[src/rtl/lpr_pkg.sv]
`timescale 1ns / 1ps
// Shared types, constants and helpers for the line pixel rasterizer.
// Used by every module of the block and by the channel interfaces.
package lpr_pkg;

    localparam int CoordBits  = 9;
    localparam int ErrBits    = CoordBits + 4;
    localparam int IncBits    = CoordBits + 3;
    localparam int SumBits    = CoordBits + 5;
    localparam int QueueDepth = 2;
    localparam int QueuePtrBits = (QueueDepth > 1) ? $clog2(QueueDepth) : 1;
    localparam int QueueCntBits = $clog2(QueueDepth + 1);

    typedef logic [CoordBits-1:0]      t_coord;
    typedef logic signed [ErrBits-1:0] t_err;
    typedef logic signed [IncBits-1:0] t_inc;
    typedef logic signed [SumBits-1:0] t_sum;
    typedef logic [QueuePtrBits-1:0]   t_qptr;
    typedef logic [QueueCntBits-1:0]   t_qcnt;

    typedef enum logic {
        OP_START   = 1'b0,
        OP_ADVANCE = 1'b1
    } t_op;

    // Saturation limits of the midpoint error, held at the width of the update sum.
    localparam t_sum SumErrMax = t_sum'((64'sd1 <<< (ErrBits - 1)) - 64'sd1);
    localparam t_sum SumErrMin = -SumErrMax - t_sum'(1);

    // One classified item, as handed from the front to the back.
    typedef struct packed {
        t_op    op;
        logic   swapped;
        t_coord major_pos;
        t_coord minor_pos;
        t_coord major_stop;
        t_err   init_err;
        t_inc   inc_e;
        t_inc   inc_ne;
    } t_cmd;

    function automatic t_err sat_err(input t_sum v);
        t_err r;
        if (v > SumErrMax) begin
            r = t_err'(SumErrMax);
        end else if (v < SumErrMin) begin
            r = t_err'(SumErrMin);
        end else begin
            r = t_err'(v);
        end
        return r;
    endfunction

endpackage

[src/rtl/lpr_queue.sv]
`timescale 1ns / 1ps
// Short FIFO of classified items between the front and the back end.
// Depends on lpr_pkg for the item type and the depth.
module lpr_queue import lpr_pkg::*; (
    input  logic i_clk,
    input  logic i_rst_n,
    input  logic i_push_valid,
    input  t_cmd i_push_cmd,
    output logic o_push_ready,
    output logic o_pop_valid,
    output t_cmd o_pop_cmd,
    input  logic i_pop
);

    t_cmd  r_mem [QueueDepth];
    t_qptr r_wr_ptr;
    t_qptr n_wr_ptr;
    t_qptr r_rd_ptr;
    t_qptr n_rd_ptr;
    t_qcnt r_count;
    t_qcnt n_count;
    logic  push;
    logic  pop;

    assign o_push_ready = (r_count != t_qcnt'(QueueDepth));
    assign o_pop_valid  = (r_count != '0);
    assign o_pop_cmd    = r_mem[r_rd_ptr];
    assign push         = i_push_valid && o_push_ready;
    assign pop          = i_pop && o_pop_valid;

    always_comb begin
        n_wr_ptr = r_wr_ptr;
        n_rd_ptr = r_rd_ptr;
        n_count  = r_count;
        if (push) begin
            n_wr_ptr = (r_wr_ptr == t_qptr'(QueueDepth - 1)) ? '0 : r_wr_ptr + t_qptr'(1);
        end
        if (pop) begin
            n_rd_ptr = (r_rd_ptr == t_qptr'(QueueDepth - 1)) ? '0 : r_rd_ptr + t_qptr'(1);
        end
        if (push && !pop) begin
            n_count = r_count + t_qcnt'(1);
        end else if (pop && !push) begin
            n_count = r_count - t_qcnt'(1);
        end
    end

    always_ff @(posedge i_clk) begin
        if (!i_rst_n) begin
            r_wr_ptr <= '0;
            r_rd_ptr <= '0;
            r_count  <= '0;
        end else begin
            r_wr_ptr <= n_wr_ptr;
            r_rd_ptr <= n_rd_ptr;
            r_count  <= n_count;
        end
    end

    always_ff @(posedge i_clk) begin
        if (push) begin
            r_mem[r_wr_ptr] <= i_push_cmd;
        end
    end

endmodule

[config.mk]
export PLATFORM = sky130hd
export DESIGN_NAME = lpr_queue
export DESIGN_NICKNAME = d
export VERILOG_FILES = /design/src/rtl/lpr_pkg.sv /design/src/rtl/lpr_queue.sv
export SDC_FILE = /design/constraint.sdc
export NUM_CORES = 1
export LEC_CHECK = 0
export BUFFER_PORTS_ARGS = -buffer_cell sky130_fd_sc_hd__buf_4
export CORE_MARGIN = 5
export CORE_UTILIZATION = 39
export CTS_BUF_LIST = sky130_fd_sc_hd__clkbuf_16
export DETAILED_ROUTE_END_ITERATION = 8
export PLACE_DENSITY_LB_ADDON = 0.08
export SYNTH_ARGS = -nofsm -noshare
export SYNTH_HDL_FRONTEND = slang
export SYNTH_SLANG_ARGS = --single-unit
[constraint.sdc]
create_clock -name i_clk -period 6 [get_ports i_clk]
set_clock_uncertainty 0.05 [all_clocks]
set_input_delay 1.8 -clock i_clk [delete_from_list [all_inputs] [get_ports i_clk]]
set_output_delay 1.8 -clock i_clk [all_outputs]
set_load 0.01 [all_outputs]
== Word-level counts from Yosys, hierarchy flattened ==
Memory sizes are Yosys's and may differ from the RTL's. A register that Yosys moved wholly into a read port is not among the register bits.
Cells that the tools add are included.

* Register bits: 4
* Bits in latches: 0
* Memory bits (writable): 132
* Bits in read-only memories: 0
* Output and inout bits: 68
* Memories: 1

{| class="wikitable"
|+ Memories
! memory !! depth !! bits a word !! rd ports !! clocked after Yosys merged registers in !! wr ports !! RTL line !! text
|-
| r_mem || 2 || 66 || 1 || 1 || 1 || lpr_queue.sv:15 || <nowiki>t_cmd r_mem [QueueDepth];</nowiki>
|}

* Add/sub/neg operators: 4
* $mul: 0
* Div/mod/pow operators: 0
* $lt $le $gt $ge: 0
* Equality and inequality tests: 1
* Shift operators: 0
* Mux-type cells: 8
* Bitwise operators: 0
* Reduce and logical (&&, ||, !) cells: 8

{| class="wikitable"
|+ Operator list
! operator !! count
|-
| 1-bit two-way mux || 6
|-
| 1-bit logical AND || 4
|-
| 2-bit two-way mux || 2
|-
| 2-bit nonzero test || 2
|-
| 1-bit adder (second input constant) || 2
|-
| 2-bit by 1-bit adder with 2-bit output (second input constant) || 1
|-
| 1-bit logical NOT || 2
|-
| 2-bit inequality test (second input constant) || 1
|-
| 2-bit by 1-bit subtractor with 2-bit output (second input constant) || 1
|}

== Logic depth before layout (Yosys ltp) ==
* Depth in word-level cells: 6
* Mapped depth: 6
* Depth with buffers taken out: 6

== Worst setup path before layout ==
No wires, ideal clock.

* Kind: input-to-reg
* Start point: input port i_push_valid
* End point: memory r_mem[1][0] (netlist name) (enable)
* Arrival time: 3.400 ns
* Slack: 2.119 ns
* Stages: 1
* Cells stage by stage: and3_1

* Longest elaborated chain between the ends: 3

{| class="wikitable"
|+ RTL lines
! element !! RTL line !! text
|-
| start: declaration || lpr_queue.sv:7 || <nowiki>input logic i_push_valid,</nowiki>
|-
| 1-bit logical AND || lpr_queue.sv:28 || <nowiki>assign push = i_push_valid && o_push_ready;</nowiki>
|-
| 1-bit two-way mux || lpr_queue.sv:61 || <nowiki>if (push) begin</nowiki>
|-
| 1-bit two-way mux (implied by the code) || lpr_queue.sv:62 || <nowiki>r_mem[r_wr_ptr] <= i_push_cmd;</nowiki>
|-
| end: declaration || lpr_queue.sv:15 ||
|}

No other way between the ends.

==> flow_metrics.tcl <==
set metrics [dict create \
    ys_seq_area_frac 0.811 \
    netlist_top_cells_count "edfxtp_1, mux2_2, dfxtp_1" \
    num-fill-cells 1098 \
    post_cts_hold_buffer_count 0 \
    rsz_0062_raised_after_global_routing "false" \
    synth_edf_count 132 \
    post_route_cells_drive_above_1_share 0.607 \
    power-per-cell-area_nw_per_um2 424 \
    hold_path_class "reg2reg" \
    comb_power_share 0.240 \
    yosysMostFrequentCell "edfxtp_1" \
    cts_tree "done" \
    yosysTopAreaCell "edfxtp_1" \
    worst_setup_path_end_kind "output pin" \
    timing.critical_path.slowest_cell_delay_ns 0.97 \
    syn_area_um2 5010 \
    fp.dieW_um 123 \
    cell_occurring_most_often_along_the_worst_timing_path "buf_4" \
    p_sw_mw 0.725 \
    area_growth_syn_to_layout_pct 34.5 \
    insertedDiodeCount 0 \
    sinks_on_the_clock_net 137 \
    total_routing_usage_reported_by_global_routing 0.125 \
    irDropWorstVdd_uv 193 \
    power.share.sequential 0.443 \
    netSwitchingFraction 0.254 \
    cpMaxStageDelayCell "dfxtp_2" \
    finalHoldViolations 0 \
    max_cap_viol_count 0 \
    global_route.overflow_total 0 \
    vias_per_cell 4.53 \
    required_time_worst_endpoint_ns 4.15 \
    worst_path_dominant_cell_family "flip-flops" \
    boundaryPins 138 \
    floorplan.rows 41 \
    run_status "finished clean" \
    timing.critical_path.arrival_ns 2.43 \
    multiInputGateArea_um2 883 \
    port_buffers 137 \
    detailroute.via_count 2566 \
    detailedPlacementHpwl_um 6020 \
    timing.critical_path.fanout_max 38 \
    worst-setup-path-type "reg2out" \
    drt.antenna.violating_nets 0 \
    setup_viol 0 \
    post_synth_inst_count 229 \
    worst-slew-pin-transition_ns 1.03 \
    antenna_found_initial 0 \
    worst_slack_ns 1.72 \
    asyncSetResetFlopFracSynth 0 \
    grt_pass1_wl_um 13700 \
    synth.top_cells.by_area "edfxtp_1, mux2_2, dfxtp_1" \
    clk_latency_ns 0.40 \
    cts_root_buffer "clkbuf_16" \
    timing.critical_path.from_type "flip-flop" \
    path_clk_slew_ns 0.06 \
    totalNegativeSetupSlack_ns 0 \
    grt_max_degree 44 \
    detail_route.first_pass.iterations 4 \
    fin_nets 452 \
    post_drt_wl_per_cell_um 16.5 \
    fmax_mhz 234 \
    initial_core_util 0.397 \
    internal-power_mw 2.13 \
    path_cells "buf_4, mux2_2, buf_4" \
    slew_headroom 0.309 \
    crit_buf_inv 2 \
    ff_latch_area_um2 4070 \
    drt-total-wl_um 9330 \
    core-area_um2 12600 \
    cts_setup_buffers 0 \
    synth_area_per_cell_um2 21.9 \
    post-synth-top-area-fraction 0.791 \
    fin_hold_ws_ns 0.512 \
    fp.dieArea_um2 15200 \
    clk_path_buf_depth 2 \
    die-height_um 123 \
    gp_congestion 0.671 \
    ctsHtreeMaxLevel 4 \
    remaining_drc_errors 0 \
    period_needed_ns 4.28 \
    power.share.clock 0.318 \
    maxSlewViolCount 0 \
    first_global_vias 2658 \
    post-route-period-util 0.714 \
    ys.warnings.count 0 \
    postSynthNetCount 300 \
    cts_repair_resize_count 0 \
    ys_types 21 \
    static-leakage-power_nw 2.53 \
    dpl_worst_slack_ns 2.06 \
    drtIter0Drc 132 \
    ys_dominant_reg_cell "edfxtp_1" \
    inserted_clock_buffers 17 \
    ys_seq_elements 137 \
]
## power by group through the flow
stage / Sequential, mW / Clock (mW) / Combinational (mW)
floorplan: 1.25 / 0 / 0.418
global placement: 1.28 / 0 / 0.699
detailed placement: 1.29 / 0 / 0.702
CTS: 1.27 / 0.932 / 0.705
global route: 1.28 / 0.981 / 0.743
finish: 1.27 / 0.907 / 0.685
## through the flow
step	utilization	power [mW]	cell area [um^2]	cells
6_report	0.534	2.86	6740	566
3_3_place_gp	0.493	1.98	6220	534
4_1_cts	0.534	2.91	6740	566
3_5_place_dp	0.493	1.99	6220	534
2_1_floorplan	-	1.66	5010	229
5_1_grt	0.534	3.00	6740	566
## flip-flops by register name (all words and copies together), names as in the netlist, named ones only
name,count
r_wr_ptr,1
r_mem,132
r_count,2
r_rd_ptr,1
## metal layers
| layer | part of all wire | global-route usage | up-vias |
|---|---|---|---|
| li1 | - | - | 1209 |
| met1 | 0.41 | 0.152 | 1248 |
| met2 | 0.48 | 0.188 | 96 |
| met3 | 0.093 | 0.0563 | 13 |
| met4 | 0.018 | 0.0623 | 0 |
| met5 | 0 | 0 | - |
## worst register-to-register path: stages, from the launching register on
cell and delay, ns:
dfxtp_1 0.42, nand2b_4 0.19, nand3b_1 0.11, inv_2 0.76, buf_4 0.48
## layout make-up
| class | instances | share of cell area |
|---|---|---|
| Multi-Input combinational cell | 84 | 0.131 |
| Clock buffer | 17 | 0.0631 |
| Sequential cell | 137 | 0.603 |
| Tap cell | 172 | 0.0319 |
| Timing Repair Buffer | 140 | 0.156 |
| Inverter | 1 | 0.000557 |
| Clock inverter | 15 | 0.0145 |
## cell usage in the layout, fill, tap and decap left out, types with 2 or more instances in the layout
cell type	count
clkinv_2	8
mux2_2	66
clkbuf_16	17
xnor2_1	2
inv_1	4
buf_4	140
edfxtp_1	132
and2_1	4
dfxtp_1	4
## cells by family (layout without fill, tap and decap cells)
kind of cell             after synthesis  after routing  synth area share
AO/OA/AOI/OAI                          5              5           0.00699
XOR/XNOR                               3              3           0.00524
adder cells (fa/ha/maj)                1              1           0.00250
buffers and inverters                  8            173            0.0132
flip-flops                           137            137             0.811
multiplexers                          66             66             0.148
AND/OR/NAND/NOR                        9              9            0.0130
## worst paths after layout
path | from | to | slack (ns) | cells past startpoint
worst max-delay path | flip-flop | o_pop_cmd[46] | 1.72 | 3
worst min-delay path | r_count[1] | r_count[1] | 0.51 | 2
worst max register to register | r_count[0] | r_mem[0][65] | 3.64 | 4
worst min register to register | r_count[1] | r_count[1] | 0.51 | 2
Power figures use the tool's default switching activity.
